**src/rtl/pgls_pkg.sv**
```systemverilog
// package: request codes, register indexes, sequencer states and field widths
package pgls_pkg;

   localparam int DATA_W = 32;
   localparam int VAL_W  = 31;
   localparam int ROWI_W = 6;
   localparam int COLI_W = 5;
   localparam int CSR_IDX_W = 3;

   typedef enum logic [1:0] {
      REQ_LOAD_A = 2'd0,
      REQ_LOAD_B = 2'd1,
      REQ_LOAD_X = 2'd2,
      REQ_RUN    = 2'd3
   } req_kind_type;

   typedef enum logic [CSR_IDX_W-1:0] {
      CSR_ITER  = 3'd0,
      CSR_RATE  = 3'd1,
      CSR_MAXST = 3'd2,
      CSR_ROWS  = 3'd3,
      CSR_COLS  = 3'd4
   } csr_index_type;

   typedef enum logic [3:0] {
      ST_IDLE,
      ST_ITER,
      ST_RES_MAC,
      ST_RES_DONE,
      ST_GRAD_MAC,
      ST_GRAD_MUL,
      ST_GRAD_UPD,
      ST_OUT_RD,
      ST_OUT_SEND
   } state_type;

   // operand select for the shared multiply-accumulate unit
   typedef struct packed {
      logic                     clear;
      logic                     enable;
      logic signed [DATA_W-1:0] op_a;
      logic signed [DATA_W-1:0] op_b;
   } mac_ctrl_type;

endpackage

```
**src/rtl/pgls_mac.sv**
```systemverilog
// shared multiply-accumulate unit: q8.24 product floored, saturated, added with saturation
module pgls_mac (
   input  logic                            clock,
   input  logic                            reset,
   input  pgls_pkg::mac_ctrl_type          ctrl,
   output logic signed [pgls_pkg::DATA_W-1:0] acc
);
   import pgls_pkg::*;

   logic signed [DATA_W-1:0]   acc_ff, acc_in;
   logic signed [2*DATA_W-1:0] prod;
   logic signed [39:0]         prod_sh;
   logic signed [DATA_W-1:0]   prod_sat;
   logic signed [DATA_W:0]     sum;

   always_comb begin
      prod    = ctrl.op_a * ctrl.op_b;
      // arithmetic shift is floor division by 2^24
      prod_sh = prod[63:24];
      if (prod_sh > 40'sh007FFFFFFF)       prod_sat = 32'sh7FFFFFFF;
      else if (prod_sh < -40'sh0080000000) prod_sat = 32'sh80000000;
      else                                 prod_sat = prod_sh[31:0];
      sum = {acc_ff[31], acc_ff} + {prod_sat[31], prod_sat};
      acc_in = acc_ff;
      if (ctrl.clear) acc_in = '0;
      else if (ctrl.enable) begin
         if (sum[32] != sum[31]) acc_in = sum[32] ? 32'sh80000000 : 32'sh7FFFFFFF;
         else                    acc_in = sum[31:0];
      end
   end

   always_ff @(posedge clock) begin
      if (reset) acc_ff <= '0;
      else       acc_ff <= acc_in;
   end

   assign acc = acc_ff;
endmodule

```
**config.mk**
```make
export PLATFORM = sky130hd
export DESIGN_NAME = pgls_mac
export DESIGN_NICKNAME = d
export VERILOG_FILES = /design/src/rtl/pgls_pkg.sv /design/src/rtl/pgls_mac.sv
export SDC_FILE = /design/constraint.sdc
export NUM_CORES = 2
export LEC_CHECK = 0
export BUFFER_PORTS_ARGS = -buffer_cell sky130_fd_sc_hd__buf_2
export CORE_MARGIN = 2
export CORE_UTILIZATION = 50
export DETAILED_ROUTE_END_ITERATION = 16
export PLACE_DENSITY_LB_ADDON = 0.1
export RECOVER_POWER = 25
export SLEW_MARGIN = 10
export SYNTH_ARGS = -nofsm -noshare
export SYNTH_HDL_FRONTEND = slang
export SYNTH_SLANG_ARGS = --single-unit
```
**constraint.sdc**
```tcl
create_clock -name clock -period 26.4 [get_ports clock]
set_input_delay 0 -clock clock [delete_from_list [all_inputs] [get_ports clock]]
set_output_delay 0 -clock clock [all_outputs]
set_load 0.01 [all_outputs]
```
Yosys cells after proc, flatten, opt, wreduce, memory -nomap -nowiden
Cells that the tools add are included.
- flip-flop bits (word level): 32
- input bits: 68
- output and inout port bits: 32
- word-level logic and storage cells: 11
- $add $sub $neg: 1
- $mul: 1
- order comparisons: 2
- equality and inequality tests: 1
- muxes and demuxes: 4
- reduce and logical (&&, ||, !) cells: 1
- operators by type and width (kind ; count):
    32-bit 2-to-1 mux ; 4
    32-bit by 32-bit multiplier with 64-bit output ; 1
    40-bit by 32-bit > comparator with 1-bit output (second input constant) ; 1
    40-bit by 32-bit < comparator with 1-bit output (second input constant) ; 1
    32-bit by 32-bit adder with 33-bit output ; 1
    2-bit OR reduction ; 1
    1-bit != test ; 1

Longest topological paths before layout
- depth after elaboration: 7
- depth in mapped cells: 44
- mapped depth without buffers: 41

Least setup slack after synthesis
No wires, ideal clock.
- kind: input-to-reg
- from: in ctrl[2] in the netlist's numbering
- to: reg acc_ff[30], in the netlist acc[30]
- arrival: 11.029 ns
- data required time: 26.288 ns
- slack: 15.259 ns
- stages: 38
- cell sequence: clkbuf_1 nand2_1 inv_1 fa_1 fa_1 fa_1 fa_1 inv_1 fa_1 inv_1 fa_1 fa_1 fa_1 ha_1 a21o_1 a21o_1 a21oi_1 o221ai_1 [... 2 more ...] a2bb2oi_2 xnor2_1 or3_1 o41a_1 buf_6 o21ai_1 ha_1 a21o_1 or4_1 o211ai_1 o21a_1 o31ai_1 a221o_1 a21o_1 a21oi_1 xor2_1 maj3_1 a2111oi_1
- longest elaborated chain between the ends: 7
- elaborated cells on any way between the ends: 9
- classes of those cells: 1 x add/sub; 1 x mul; 2 x order compare; 1 x eq/ne; 4 x mux
- RTL lines (element ; RTL line ; source):
    start: declaration ; pgls_mac.sv:5 ; input pgls_pkg::mac_ctrl_type ctrl,
    32-bit by 32-bit multiplier with 64-bit output (*) ; pgls_mac.sv:17 ; prod = ctrl.op_a * ctrl.op_b;
    40-bit by 32-bit < comparator with 1-bit output ; pgls_mac.sv:21 ; else if (prod_sh < -40'sh0080000000) prod_sat = 32'sh80000000;
    32-bit 2-to-1 mux ; pgls_mac.sv:21 ;
    32-bit 2-to-1 mux (*) ; pgls_mac.sv:20 ; if (prod_sh > 40'sh007FFFFFFF) prod_sat = 32'sh7FFFFFFF;
    32-bit by 32-bit adder with 33-bit output (*) ; pgls_mac.sv:23 ; sum = {acc_ff[31], acc_ff} + {prod_sat[31], prod_sat};
    32-bit 2-to-1 mux / 1-bit != test (equally long branches) ; pgls_mac.sv:27 ; if (sum[32] != sum[31]) acc_in = sum[32] ? 32'sh80000000 : 32'sh7FFFFFFF;
    32-bit 2-to-1 mux (*) ; pgls_mac.sv:27 ;
    end signal: assignment ; pgls_mac.sv:34 ; else acc_ff <= acc_in;
    end: declaration ; pgls_mac.sv:10 ; logic signed [DATA_W-1:0] acc_ff, acc_in;
Every way passes the cells marked *; elsewhere a longest branch is shown, timed or not.
A chain may end at the register's enable or synchronous reset.

Worst setup path in the final report
- from: in ctrl[5] in the netlist's numbering
- to: reg acc_ff[30], in the netlist acc[30]
The elaborated chain is that of the path after synthesis.

==> metrics.yaml <==
synth:
  synth_common_cells: "fa_1 (1,082), inv_1 (939), nand2_1 (555)"
  ys_top_cells_by_area: "fa_1 (56%), inv_1 (9.1%), and2_1 (8.2%), ha_1 (6.8%), nand2_1 (5.4%)"
  synthMostInstantiatedCell: "fa_1"
  ys_ff_latch: 32
  syn_nets: 5589
  yosys.area.top_type: "fa_1"
  yosys_warnings: 0
  synth_area_um2: 38900
  synth_edf_count: 0
  synthArstFlopShare: 0
  netlist_instances: 4227
  synth.distinct_cells: 67
  yosysSeqAreaShare: 0.0165
  ys.flop_type: "dfxtp_1"
  netlist.area_leader.share: 0.557
  syn_area_per_cell_um2: 9.19
min_path:
  hold_start: "ctrl[64]"
  hold_path_end: "acc[28]$_SDFFE_PP0P_"
  hold_class: "in2reg"
  min_delay_path_depth: 2
setup_path:
  reg2reg_from: "acc[0]$_SDFFE_PP0P_"
  rr_worst_depth: 14
  required_ns: 26.61
  critical_path_class: "in2reg"
  r2r-end: "acc[30]$_SDFFE_PP0P_"
  cpMostUsedCell: "fa_1"
  critPathLaunchType: "input pin"
  crit_slowest_cell: "fa_1"
  critPathMaxStageDelay_ns: 0.92
  cp-end-kind: "flip-flop"
  crit_fanout: 32
  rrSetupSlack_ns: 21.70
  critPathArrivalTime_ns: 13.62
finish:
  regArea_um2: 641
  largest_reg_flops: 32
  layout-drive-gt1-share: 0.0299
  nets: 5480
  fillCellCount: 7367
  area_delta_synth_final_pct: 3.12
  multi_input_area_um2: 33800
  fin_area_um2: 40100
placement:
  io_buffers: 99
  postPlaceCellArea_um2: 39900
  place_ws_ns: 13.34
  place.detailed.hpwl_um: 83100
  routabilityCongestion: 0.899
sta:
  period_minus_slack_ns: 13.40
  rsz0062_at_grt: "no"
  slew_headroom: 0.322
  drv_slew: 0
  hold_viol: 0
  fin_setup_tns_ns: 0
  tightestPinTransition_ns: 1.02
  whs_ns: 0.401
  fin_skew_ns: 0.00562
  fin_ws_ns: 13.00
  min_period_over_period: 0.508
  max_freq_mhz: 74.6
  finalSetupViolCount: 0
clocking:
  tritoncts.num_buffers: 5
  worstSkewPairLatency_ns: 0.28
  htreeDepth: 2
  clk_pin_slew_ns: 0.05
  cts_sinks: 32
  cts_root_buf: "clkbuf_16"
  cts_buffer_depth: 2
  cts_tree: "done"
flow_run:
  cap_violations: 0
floorplan:
  fp.dieH_um: 283
  core_um2: 77200
  start_util: 0.503
  die-area_um2: 80000
  pin_count: 100
  rows: 102
  die_w_um: 283
routing:
  drtIter0Drc: 1351
  drtPass1Iterations: 5
  route.detailed.drc: 0
  vias: 27400
  via_per_inst: 5.32
  wl_per_cell_um: 19.1
  routed_wl_um: 98400
  antenna_left: 0
global_routing:
  antenna_found_initial: 2
  grt_first_pass_wirelength_um: 164000
  grt_pass1_vias: 30500
  overflow: 0
  grt_max_degree: 64
  grt_usage: 0.262
run_status:
  status: "finished clean"
==> critical path: cells and delay by family <==
kind / cells / cell delay (ns)
compound gates: 16 / 4.21
xor+xnor: 1 / 0.14
fa+ha+maj: 12 / 5.56
buf+inv: 9 / 2.74
simple gates: 4 / 0.90
==> how the worst max path moves through the flow <==
| stage | from | end | slack, ns | cells past startpoint |
|---|---|---|---|---|
| after global placement | ctrl[5] | acc[30]$_SDFFE_PP0P_ | 13.51 | 41 |
| after global routing | ctrl[5] | acc[30]$_SDFFE_PP0P_ | 12.02 | 44 |
| after CTS | ctrl[5] | acc[30]$_SDFFE_PP0P_ | 13.02 | 42 |
| final | ctrl[5] | acc[30]$_SDFFE_PP0P_ | 13.00 | 42 |
| after floorplan | ctrl[2] | acc[30]$_SDFFE_PP0P_ | 15.26 | 38 |
| after detailed placement | ctrl[5] | acc[30]$_SDFFE_PP0P_ | 13.34 | 41 |
==> per-layer routing <==
| layer | part of all wire | track usage | vias to the layer above |
|---|---|---|---|
| li1 | - | - | 12200 |
| met4 | 0.024 | 0.0552 | 2 |
| met5 | 0.000081 | 0 | - |
| met1 | 0.42 | 0.347 | 14600 |
| met3 | 0.032 | 0.0169 | 128 |
| met2 | 0.52 | 0.476 | 549 |
==> kinds of logic (layout without fill, tap and decap cells) <==
family,after synthesis,in the layout,synth area share
compound gates,350,350,0.0546
xor+xnor,85,85,0.0192
fa+ha+maj,1325,1325,0.634
buf+inv,1176,1068,0.114
flops,32,32,0.0165
mux,2,2,0.000515
other cells,0,1,0
simple gates,1257,1257,0.161
==> cells in the final DEF, fill, tap and decap left out, types with 5 or more instances in the layout <==
| cell | Yosys | routed |
|---|---|---|
| fa_1 | 1082 | 1082 |
| dfxtp_1 | 32 | 32 |
| nor2_1 | 72 | 71 |
| o21ai_1 | 31 | 31 |
| buf_4 | 0 | 19 |
| clkbuf_1 | 227 | 16 |
| o31ai_1 | 6 | 6 |
| o21ai_0 | 78 | 78 |
| maj3_1 | 31 | 31 |
| buf_2 | 2 | 83 |
| nand3_1 | 24 | 24 |
| a211oi_1 | 6 | 6 |
| ha_1 | 212 | 212 |
| a21o_1 | 33 | 33 |
| nand2_1 | 555 | 555 |
| xnor2_1 | 48 | 47 |
| nand2b_1 | 15 | 15 |
| a21oi_1 | 122 | 122 |
| clkbuf_16 | 0 | 5 |
| o21bai_1 | 9 | 9 |
| xor2_1 | 37 | 37 |
| a211o_1 | 5 | 5 |
| nand4_1 | 29 | 29 |
| o211ai_1 | 10 | 10 |
| and2_1 | 511 | 511 |
| and3_1 | 8 | 8 |
| a31oi_1 | 10 | 10 |
| nor2b_1 | 9 | 9 |
| nor3_1 | 16 | 16 |
| o21a_1 | 7 | 7 |
| inv_1 | 939 | 939 |
==> through the flow <==
step | utilization | cells
6_report | 0.519 | 5160
5_1_grt | 0.519 | 5160
4_1_cts | 0.519 | 5159
3_5_place_dp | 0.517 | 5148
3_3_place_gp | 0.517 | 5148
2_1_floorplan | - | 4227
==> what timing repair did <==
action | 4_1_cts | 5_1_grt
setup buffers | 0 | 0
hold buffers | 3 | 0
hold endpoints to repair | 2 | 0
gates resized for setup | 0 | 0
==> final cells by class <==
cell class	count	share of cell area
diodes	1	0.0000624
clock buffers	5	0.00312
clock inverters	3	0.00106
inverters	939	0.0880
multi-input cells	3019	0.843
flip-flops and latches	32	0.0160
well taps	1040	0.0325
repair buffers	121	0.0162
Power is not shown: default switching activity piles up to over one toggle a cycle in this logic, so the estimate is an artifact.
